## config.mk

```make
export PLATFORM = sky130hd
export DESIGN_NAME = identifier_integer_lexer
export DESIGN_NICKNAME = d
export VERILOG_FILES = /design/src/hdl/ilex_pkg.sv /design/src/hdl/ilex_front.sv /design/src/hdl/ilex_queue.sv /design/src/hdl/ilex_back.sv /design/src/hdl/identifier_integer_lexer.sv
export SDC_FILE = /design/constraint.sdc
export NUM_CORES = 1
export LEC_CHECK = 0
export BUFFER_PORTS_ARGS = -buffer_cell sky130_fd_sc_hd__clkbuf_2
export CORE_ASPECT_RATIO = 1.25
export CORE_UTILIZATION = 50
export CTS_CLUSTER_DIAMETER = 150
export DETAILED_ROUTE_END_ITERATION = 6
export GPL_TIMING_DRIVEN = 0
export PLACE_DENSITY = 0.66
export SYNTH_ARGS = -nofsm -noshare
export SYNTH_HDL_FRONTEND = slang
export SYNTH_HIERARCHICAL = 1
export SYNTH_SLANG_ARGS = --single-unit
```

## constraint.sdc

```tcl
create_clock -name clk -period 7.5 [get_ports clk]
set_input_delay 1.125 -clock clk [delete_from_list [all_inputs] [get_ports clk]]
set_output_delay 1.125 -clock clk [all_outputs]
set_load 0.005 [all_outputs]
```

## src/hdl/ilex_pkg.sv

```systemverilog
package ilex_pkg;

  localparam int LINE_BITS      = 24;
  localparam int COLUMN_BITS    = 16;
  localparam int POSITION_BITS  = 32;
  localparam int KIND_BITS      = 2;
  localparam int CHAR_BITS      = 8;

  // power of two, so the pointers wrap on their own
  localparam int QUEUE_DEPTH    = 4;
  localparam int QUEUE_PTR_BITS = $clog2(QUEUE_DEPTH);

  localparam logic [KIND_BITS-1:0] KIND_IDENT = 2'd0;
  localparam logic [KIND_BITS-1:0] KIND_INT   = 2'd1;
  localparam logic [KIND_BITS-1:0] KIND_END   = 2'd2;

  localparam logic [CHAR_BITS-1:0] CHAR_NUL        = 8'h00;
  localparam logic [CHAR_BITS-1:0] CHAR_LF         = 8'h0A;
  localparam logic [CHAR_BITS-1:0] CHAR_SLASH      = 8'h2F;
  localparam logic [CHAR_BITS-1:0] CHAR_STAR       = 8'h2A;
  localparam logic [CHAR_BITS-1:0] CHAR_UNDERSCORE = 8'h5F;

  // results caused by one item: an optional token, then an optional end token
  typedef struct packed {
    logic                     tok_valid;
    logic                     end_valid;
    logic [KIND_BITS-1:0]     kind;
    logic [LINE_BITS-1:0]     line;
    logic [COLUMN_BITS-1:0]   column;
    logic [COLUMN_BITS-1:0]   length;
    logic [POSITION_BITS-1:0] position;
    logic [COLUMN_BITS-1:0]   end_column;
    logic [POSITION_BITS-1:0] end_position;
  } entry_t;

  function automatic logic is_letter(input logic [CHAR_BITS-1:0] c);
    return (c >= 8'h61 && c <= 8'h7A) || (c >= 8'h41 && c <= 8'h5A) || c == CHAR_UNDERSCORE;
  endfunction

  function automatic logic is_digit(input logic [CHAR_BITS-1:0] c);
    return c >= 8'h30 && c <= 8'h39;
  endfunction

endpackage

```

## src/hdl/ilex_front.sv

```systemverilog
module ilex_front (
  input  logic                           clk,
  input  logic                           rst,
  input  logic                           in_valid,
  output logic                           in_ready,
  input  logic [ilex_pkg::CHAR_BITS-1:0] character,
  input  logic                           q_full,
  output logic                           push,
  output ilex_pkg::entry_t               entry
);

  typedef enum logic [2:0] {
    MODE_IDLE,
    MODE_IDENT,
    MODE_INT,
    MODE_SLASH,
    MODE_LINE_CMT,
    MODE_BLOCK_CMT,
    MODE_BLOCK_STAR
  } mode_t;

  mode_t                                mode, mode_next;
  logic [ilex_pkg::LINE_BITS-1:0]       line_count, line_count_next;
  logic [ilex_pkg::COLUMN_BITS-1:0]     column_count, column_count_next;
  logic [ilex_pkg::POSITION_BITS-1:0]   byte_position, byte_position_next;
  logic [ilex_pkg::COLUMN_BITS-1:0]     start_column, start_column_next;
  logic [ilex_pkg::POSITION_BITS-1:0]   start_position, start_position_next;
  logic [ilex_pkg::COLUMN_BITS-1:0]     run_length, run_length_next;

  logic [ilex_pkg::LINE_BITS-1:0]       line_adv;
  logic [ilex_pkg::COLUMN_BITS-1:0]     column_adv;
  logic [ilex_pkg::POSITION_BITS-1:0]   position_adv;
  logic [ilex_pkg::COLUMN_BITS-1:0]     run_inc;
  logic                                 accept;
  logic                                 emit_tok;
  logic                                 emit_end;
  logic                                 rescan;
  logic                                 letter;
  logic                                 digit;

  assign in_ready = !q_full;
  assign accept   = in_valid && in_ready;
  assign letter   = ilex_pkg::is_letter(character);
  assign digit    = ilex_pkg::is_digit(character);

  // saturating counters after this byte
  assign line_adv = (character != ilex_pkg::CHAR_LF) ? line_count :
                    (&line_count) ? line_count : line_count + 1'b1;
  assign column_adv = (character == ilex_pkg::CHAR_LF) ? '0 :
                      (&column_count) ? column_count : column_count + 1'b1;
  assign position_adv = (&byte_position) ? byte_position : byte_position + 1'b1;
  assign run_inc = (&run_length) ? run_length : run_length + 1'b1;

  always_comb begin
    mode_next           = mode;
    line_count_next     = line_count;
    column_count_next   = column_count;
    byte_position_next  = byte_position;
    start_column_next   = start_column;
    start_position_next = start_position;
    run_length_next     = run_length;
    emit_tok            = 1'b0;
    emit_end            = 1'b0;
    rescan              = 1'b0;

    case (mode)
      MODE_IDENT, MODE_INT: begin
        if (digit || (mode == MODE_IDENT && letter)) begin
          run_length_next = run_inc;
        end else begin
          emit_tok = 1'b1;
          rescan   = 1'b1;
        end
      end
      MODE_SLASH: begin
        if (character == ilex_pkg::CHAR_SLASH) begin
          mode_next = MODE_LINE_CMT;
        end else if (character == ilex_pkg::CHAR_STAR) begin
          mode_next = MODE_BLOCK_CMT;
        end else begin
          rescan = 1'b1;
        end
      end
      MODE_LINE_CMT: begin
        if (character == ilex_pkg::CHAR_NUL || character == ilex_pkg::CHAR_LF) begin
          rescan = 1'b1;
        end
      end
      MODE_BLOCK_CMT, MODE_BLOCK_STAR: begin
        if (character == ilex_pkg::CHAR_NUL) begin
          rescan = 1'b1;
        end else if (mode == MODE_BLOCK_STAR && character == ilex_pkg::CHAR_SLASH) begin
          mode_next = MODE_IDLE;
        end else if (character == ilex_pkg::CHAR_STAR) begin
          mode_next = MODE_BLOCK_STAR;
        end else begin
          mode_next = MODE_BLOCK_CMT;
        end
      end
      default: begin
        rescan = 1'b1;
      end
    endcase

    // scan the byte from idle: end of text, slash, or start of a token
    if (rescan) begin
      mode_next = MODE_IDLE;
      if (character == ilex_pkg::CHAR_NUL) begin
        emit_end = 1'b1;
      end else if (character == ilex_pkg::CHAR_SLASH) begin
        mode_next = MODE_SLASH;
      end else if (letter || digit) begin
        mode_next           = letter ? MODE_IDENT : MODE_INT;
        start_column_next   = column_count;
        start_position_next = byte_position;
        run_length_next     = ilex_pkg::COLUMN_BITS'(1);
      end
    end

    if (emit_end) begin
      line_count_next     = '0;
      column_count_next   = '0;
      byte_position_next  = '0;
      start_column_next   = '0;
      start_position_next = '0;
      run_length_next     = '0;
    end else begin
      line_count_next     = line_adv;
      column_count_next   = column_adv;
      byte_position_next  = position_adv;
    end
  end

  assign push = accept && (emit_tok || emit_end);

  always_comb begin
    entry.tok_valid    = emit_tok;
    entry.end_valid    = emit_end;
    entry.kind         = (mode == MODE_IDENT) ? ilex_pkg::KIND_IDENT : ilex_pkg::KIND_INT;
    entry.line         = line_count;
    entry.column       = start_column;
    entry.length       = run_length;
    entry.position     = start_position;
    entry.end_column   = column_count;
    entry.end_position = byte_position;
  end

  always_ff @(posedge clk) begin
    if (rst) begin
      mode           <= MODE_IDLE;
      line_count     <= '0;
      column_count   <= '0;
      byte_position  <= '0;
      start_column   <= '0;
      start_position <= '0;
      run_length     <= '0;
    end else if (accept) begin
      mode           <= mode_next;
      line_count     <= line_count_next;
      column_count   <= column_count_next;
      byte_position  <= byte_position_next;
      start_column   <= start_column_next;
      start_position <= start_position_next;
      run_length     <= run_length_next;
    end
  end

endmodule

```

## src/hdl/ilex_queue.sv

```systemverilog
module ilex_queue (
  input  logic             clk,
  input  logic             rst,
  input  logic             push,
  input  ilex_pkg::entry_t wr_entry,
  input  logic             pop,
  output logic             full,
  output logic             empty,
  output ilex_pkg::entry_t head
);

  ilex_pkg::entry_t                       slots [ilex_pkg::QUEUE_DEPTH];
  logic [ilex_pkg::QUEUE_PTR_BITS-1:0]    wr_ptr;
  logic [ilex_pkg::QUEUE_PTR_BITS-1:0]    rd_ptr;
  logic [ilex_pkg::QUEUE_PTR_BITS:0]      count;

  assign full  = count == (ilex_pkg::QUEUE_PTR_BITS + 1)'(ilex_pkg::QUEUE_DEPTH);
  assign empty = count == '0;
  assign head  = slots[rd_ptr];

  always_ff @(posedge clk) begin
    if (push) begin
      slots[wr_ptr] <= wr_entry;
    end
  end

  always_ff @(posedge clk) begin
    if (rst) begin
      wr_ptr <= '0;
      rd_ptr <= '0;
      count  <= '0;
    end else begin
      if (push) begin
        wr_ptr <= wr_ptr + 1'b1;
      end
      if (pop) begin
        rd_ptr <= rd_ptr + 1'b1;
      end
      case ({push, pop})
        2'b10:   count <= count + 1'b1;
        2'b01:   count <= count - 1'b1;
        default: count <= count;
      endcase
    end
  end

endmodule

```

## src/hdl/ilex_back.sv

```systemverilog
module ilex_back (
  input  logic                               clk,
  input  logic                               rst,
  input  logic                               empty,
  input  ilex_pkg::entry_t                   head,
  output logic                               pop,
  output logic                               out_valid,
  input  logic                               out_ready,
  output logic [ilex_pkg::KIND_BITS-1:0]     token_kind,
  output logic [ilex_pkg::LINE_BITS-1:0]     token_line,
  output logic [ilex_pkg::COLUMN_BITS-1:0]   token_column,
  output logic [ilex_pkg::COLUMN_BITS-1:0]   token_length,
  output logic [ilex_pkg::POSITION_BITS-1:0] token_position,
  output logic                               last_of_run
);

  logic load;
  logic tok_phase;
  logic end_pending;

  assign load      = !out_valid || out_ready;
  assign tok_phase = head.tok_valid && !end_pending;
  // hold the entry while its end token is still to come
  assign pop       = load && !empty && !(tok_phase && head.end_valid);

  always_ff @(posedge clk) begin
    if (rst) begin
      out_valid   <= 1'b0;
      end_pending <= 1'b0;
    end else if (load) begin
      out_valid <= !empty;
      if (!empty) begin
        end_pending <= tok_phase && head.end_valid;
      end
    end
  end

  always_ff @(posedge clk) begin
    if (load && !empty) begin
      token_line <= head.line;
      if (tok_phase) begin
        token_kind     <= head.kind;
        token_column   <= head.column;
        token_length   <= head.length;
        token_position <= head.position;
        last_of_run    <= !head.end_valid;
      end else begin
        token_kind     <= ilex_pkg::KIND_END;
        token_column   <= head.end_column;
        token_length   <= '0;
        token_position <= head.end_position;
        last_of_run    <= 1'b1;
      end
    end
  end

endmodule

```

## src/hdl/identifier_integer_lexer.sv

```systemverilog
// Identifier and integer lexer, one source byte per item.
// Throughput: one item per cycle while the queue is not full; an item that closes a
// token at the end of text gives two results, the token and then the end token.
// Each result is written into a four-entry queue between the scanner and the output
// register, and is shown from the output register.
// Reset: synchronous, clears the scanner to idle with all counters at zero.
module identifier_integer_lexer (
  input  logic                               clk,
  input  logic                               rst,
  input  logic                               in_valid,
  output logic                               in_ready,
  input  logic [ilex_pkg::CHAR_BITS-1:0]     character,
  output logic                               out_valid,
  input  logic                               out_ready,
  output logic [ilex_pkg::KIND_BITS-1:0]     token_kind,
  output logic [ilex_pkg::LINE_BITS-1:0]     token_line,
  output logic [ilex_pkg::COLUMN_BITS-1:0]   token_column,
  output logic [ilex_pkg::COLUMN_BITS-1:0]   token_length,
  output logic [ilex_pkg::POSITION_BITS-1:0] token_position,
  output logic                               last_of_run
);

  ilex_pkg::entry_t wr_entry;
  ilex_pkg::entry_t head;
  logic             push;
  logic             pop;
  logic             q_full;
  logic             q_empty;

  ilex_front u_front (
    .clk       (clk),
    .rst       (rst),
    .in_valid  (in_valid),
    .in_ready  (in_ready),
    .character (character),
    .q_full    (q_full),
    .push      (push),
    .entry     (wr_entry)
  );

  ilex_queue u_queue (
    .clk      (clk),
    .rst      (rst),
    .push     (push),
    .wr_entry (wr_entry),
    .pop      (pop),
    .full     (q_full),
    .empty    (q_empty),
    .head     (head)
  );

  ilex_back u_back (
    .clk            (clk),
    .rst            (rst),
    .empty          (q_empty),
    .head           (head),
    .pop            (pop),
    .out_valid      (out_valid),
    .out_ready      (out_ready),
    .token_kind     (token_kind),
    .token_line     (token_line),
    .token_column   (token_column),
    .token_length   (token_length),
    .token_position (token_position),
    .last_of_run    (last_of_run)
  );

`ifndef SYNTH
  a_no_overflow: assert property (@(posedge clk) disable iff (rst)
    push |-> !q_full)
    else $error("queue written while full");

  a_end_is_last: assert property (@(posedge clk) disable iff (rst)
    (out_valid && token_kind == ilex_pkg::KIND_END) |-> (last_of_run && token_length == '0))
    else $error("end token not last or with nonzero length");

  a_end_follows: assert property (@(posedge clk) disable iff (rst)
    (out_valid && out_ready && !last_of_run) |=>
      (out_valid && token_kind == ilex_pkg::KIND_END))
    else $error("token closed by end of text not followed by end token");

  a_no_pop_empty: assert property (@(posedge clk) disable iff (rst)
    pop |-> !q_empty)
    else $error("queue read while empty");
`endif

endmodule
```

==> results.sh <==
export IMPL_yosys_warnings=6
export IMPL_drt_wl_total_um=63090
export IMPL_pre_cts_ws_ns=2.793
export IMPL_synth_nets=1803
export IMPL_dieArea_um2=62090
export IMPL_grt_pass1_wl_um=96870
export IMPL_path_class="reg -> reg"
export IMPL_cts_root_buffer="clkbuf_16"
export IMPL_dp_hpwl_um=40280
export IMPL_critPathCaptureType="flop"
export IMPL_crit_required_ns=7.77
export IMPL_die_w_um=223.1
export IMPL_tightest_slew_ns=1.168
export IMPL_slew_viol_final=0
export IMPL_fin_skew_ns=0.01735
export IMPL_setup_violations=0
export IMPL_whs_ns=0.5051
export IMPL_synth_edff_count=651
export IMPL_coreArea_um2=59930
export IMPL_p_leak_nw=11.69
export IMPL_critPathLaunch="u_queue/count[0]$_SDFFE_PP0P_"
export IMPL_hold_class="reg -> reg"
export IMPL_r2r_slack_ns=3.31
export IMPL_period_minus_slack_ns=4.192
export IMPL_final_layout_size_suffix_gt1_share_pct=21.58
export IMPL_fmax_mhz=238.6
export IMPL_synth_top_area_share_pct=64.00
export IMPL_netlist_area_um2=30540
export IMPL_grt_usage_pct=20.84
export IMPL_final_antenna_net_count=0
export IMPL_yosys_top_cells_area="edfxtp_1, mux4_2, dfxtp_1, nand2_1, a22o_1"
export IMPL_cp_num_cells=8
export IMPL_max_stage_delay_ns=0.69
export IMPL_max_cap_viol_count=0
export IMPL_yosysSeqAreaShare_pct=73.84
export IMPL_initial_utilization_pct=50.96
export IMPL_area_delta_synth_final_pct=14.15
export IMPL_die_y_um=278.3
export IMPL_num_antenna_cells=0
export IMPL_dp_cells=2660
export IMPL_cts_buffer_depth=3
export IMPL_cts_hold_buffers=0
export IMPL_wire_per_inst_um=22.54
export IMPL_cp_slowest_cell="and2_4"
export IMPL_worst_setup_hold_path_clk_slew_ns=0.06
export IMPL_async_flop_share_pct=0
export IMPL_htree_levels=3
export IMPL_cp_top_family="buffers and inverters"
export IMPL_critPathCapture="u_queue/slots[1][64]$_DFFE_PP_"
export IMPL_r2r_end="u_queue/slots[1][64]$_DFFE_PP_"
export IMPL_min_period_over_period_pct=55.89
export IMPL_antenna_found_initial=0
export IMPL_portBuffers=101
export IMPL_io_pins=105
export IMPL_rows=100
export IMPL_syn_area_per_cell_um2=17.15
export IMPL_worst_path_most_repeated_cell="clkbuf_1"
export IMPL_finalWorstSetupSlack_ns=3.308
export IMPL_cts_made_buffers=76
export IMPL_status="finished, final reports clean"
export IMPL_path_cells="inv_1 -> and3_1 -> nor2b_1 -> clkbuf_1 -> clkbuf_1 -> o21a_1 -> and2_4 -> buf_16"
export IMPL_worstSkewPairLatency_ns=0.62
export IMPL_arrival_ns=4.46
export IMPL_nFillCells=4503
export IMPL_pwr_density_cell_nw_per_um2=324.6
export IMPL_final_setup_tns_ns=0
export IMPL_maxSlewHeadroom_pct=21.63
export IMPL_cts_tree="done"
export IMPL_worst_setup_path_start_kind="flop"
export IMPL_final_cell_area_um2=34870
export IMPL_final_nets=1995
export IMPL_vias_per_cell=5.753
export IMPL_ys_flop_type="edfxtp_1"
export IMPL_place_area_um2=32350
export IMPL_hold_path_depth=0
export IMPL_ys_ff_latch=801
export IMPL_peakVddDrop_v=0.0001695
export IMPL_grt_overflow=0
export IMPL_cts_sinks=801
export IMPL_r2r_start="u_queue/count[0]$_SDFFE_PP0P_"
export IMPL_syn_inst=1781
export IMPL_hold_viol=0
export IMPL_cts_resized=0
export IMPL_drtIter0Drc=1252
export IMPL_worst_path_buf_inv=4
export IMPL_stdcell_count=2799
export IMPL_firstDrtPassIters=5
export IMPL_gp_congestion=0.8221
export IMPL_grt_pass1_vias=16640
export IMPL_via_count=16100
export IMPL_yosysTopAreaCell="edfxtp_1"
export IMPL_grt_max_degree=56
export IMPL_route_detailed_drc=0
export IMPL_ff2ff_path_depth=8
export IMPL_postCtsSetupRepairBufs=0
export IMPL_rsz0062_at_grt="no"
export IMPL_synth_cell_types=69
export IMPL_crit_fanout=55
-- worst min path at each step --
stage                                            start                              end
6_report          u_front/start_column[2]$_SDFFE_PP0P_   u_queue/slots[0][98]$_DFFE_PP_
5_1_grt           u_front/start_column[2]$_SDFFE_PP0P_   u_queue/slots[0][98]$_DFFE_PP_
4_1_cts           u_front/start_column[2]$_SDFFE_PP0P_   u_queue/slots[0][98]$_DFFE_PP_
3_5_place_dp   u_front/start_position[20]$_SDFFE_PP0P_   u_queue/slots[2][68]$_DFFE_PP_
3_3_place_gp   u_front/start_position[26]$_SDFFE_PP0P_   u_queue/slots[0][74]$_DFFE_PP_
2_1_floorplan          u_back/end_pending$_SDFFE_PP0P_  u_back/end_pending$_SDFFE_PP0P_
-- cells in the mapped netlist, types with 27 or more instances --
cell type	instances
edfxtp_1	651
nand4_1	31
nand2_1	193
mux4_2	140
nor2_1	98
buf_2	28
a21oi_1	38
dfxtp_1	150
clkbuf_1	27
o21ai_0	28
nand3_1	34
a22o_1	48
-- cell type report --
| cell class | count | area (µm²) | share of cell area (%) |
|---|---|---|---|
| Sequential cell | 801 | 22550 | 64.68 |
| Multi-Input combinational cell | 876 | 7430 | 21.31 |
| Clock buffer | 103 | 2180 | 6.251 |
| Tap cell | 765 | 957.2 | 2.745 |
| Timing Repair Buffer | 114 | 833.3 | 2.390 |
| Buffer | 82 | 496.7 | 1.425 |
| Clock inverter | 36 | 335.3 | 0.9617 |
| Inverter | 22 | 82.58 | 0.2368 |
-- routing by layer --
metal	share of wire [%]	up-vias	track usage [%]
li1	-	7342	-
met1	40	8202	26.05
met2	52	445	36.33
met3	5.1	113	3.019
met4	3.3	0	8.753
met5	0	-	0
-- through the flow --
| step | util (%) | total power, mW |
|---|---|---|
| floorplan | - | 6.819 |
| global placement | 53.40 | 7.025 |
| detailed placement | 53.98 | 7.637 |
| CTS | 58.18 | 11.48 |
| global route | 58.18 | 11.77 |
| finish | 58.18 | 11.32 |
-- layout by cell type, fill, tap and decap left out, types with 7 or more instances in the layout --
cell type and instances:
edfxtp_1 651, clkbuf_16 81, inv_1 22, clkinv_1 12, ha_1 9, or3_1 17
clkinv_2 11, nor3_1 21, clkbuf_1 42, o21ai_0 28, a21oi_1 38, and3_1 17
buf_6 14, xnor2_1 25, clkbuf_8 7, mux4_2 140, and2_1 22, clkbuf_2 101
a22o_1 48, buf_16 9, nand2b_1 8, nand2_1 193, a31oi_1 22, nand3_1 34
dfxtp_1 150, xor2_1 26, nand4_1 31, mux2i_1 8, buf_2 28, and4_1 7
nor2_1 97, buf_4 13
-- cell families (layout without fill, tap and decap cells) --
family          Yosys count  count (layout)  share of synthesized area [%]
fa+ha+maj                10              10                         0.4342
buf+inv                 104             357                          1.897
simple gates            485             485                          7.529
mux                     148             148                          10.59
compound gates          181             181                          4.244
xor+xnor                 51              51                          1.462
flops                   801             801                          73.84
other cells               1               1                        0.01228
-- registers in the layout, summed over array words and instances, names as in the netlist, 2 cells and up, named ones only --
signal                  count
u_back/token_column        16
u_back/token_kind           2
u_back/token_length        16
u_back/token_line          24
u_back/token_position      32
u_front/byte_position      32
u_front/column_count       16
u_front/line_count         24
u_front/mode                3
u_front/run_length         16
u_front/start_column       16
u_front/start_position     32
u_queue/count               3
u_queue/rd_ptr              2
u_queue/slots             560
u_queue/wr_ptr              2
-- worst register-to-register path: cells and delay by family (launching register included) --
kind | cells | cell delay [ns]
and+or+nand+nor | 3 | 1.32
buffers and inverters | 4 | 1.75
AOI/OAI and AO/OA | 1 | 0.38
DFF | 1 | 0.37
-- report_power, final --
part           leakage (nW)  switching [mW]  internal, mW
Sequential             7.28           0.105          5.25
Clock                  1.22            1.59          2.25
Combinational          3.19            1.19         0.928
Power figures use the tool's default switching activity.
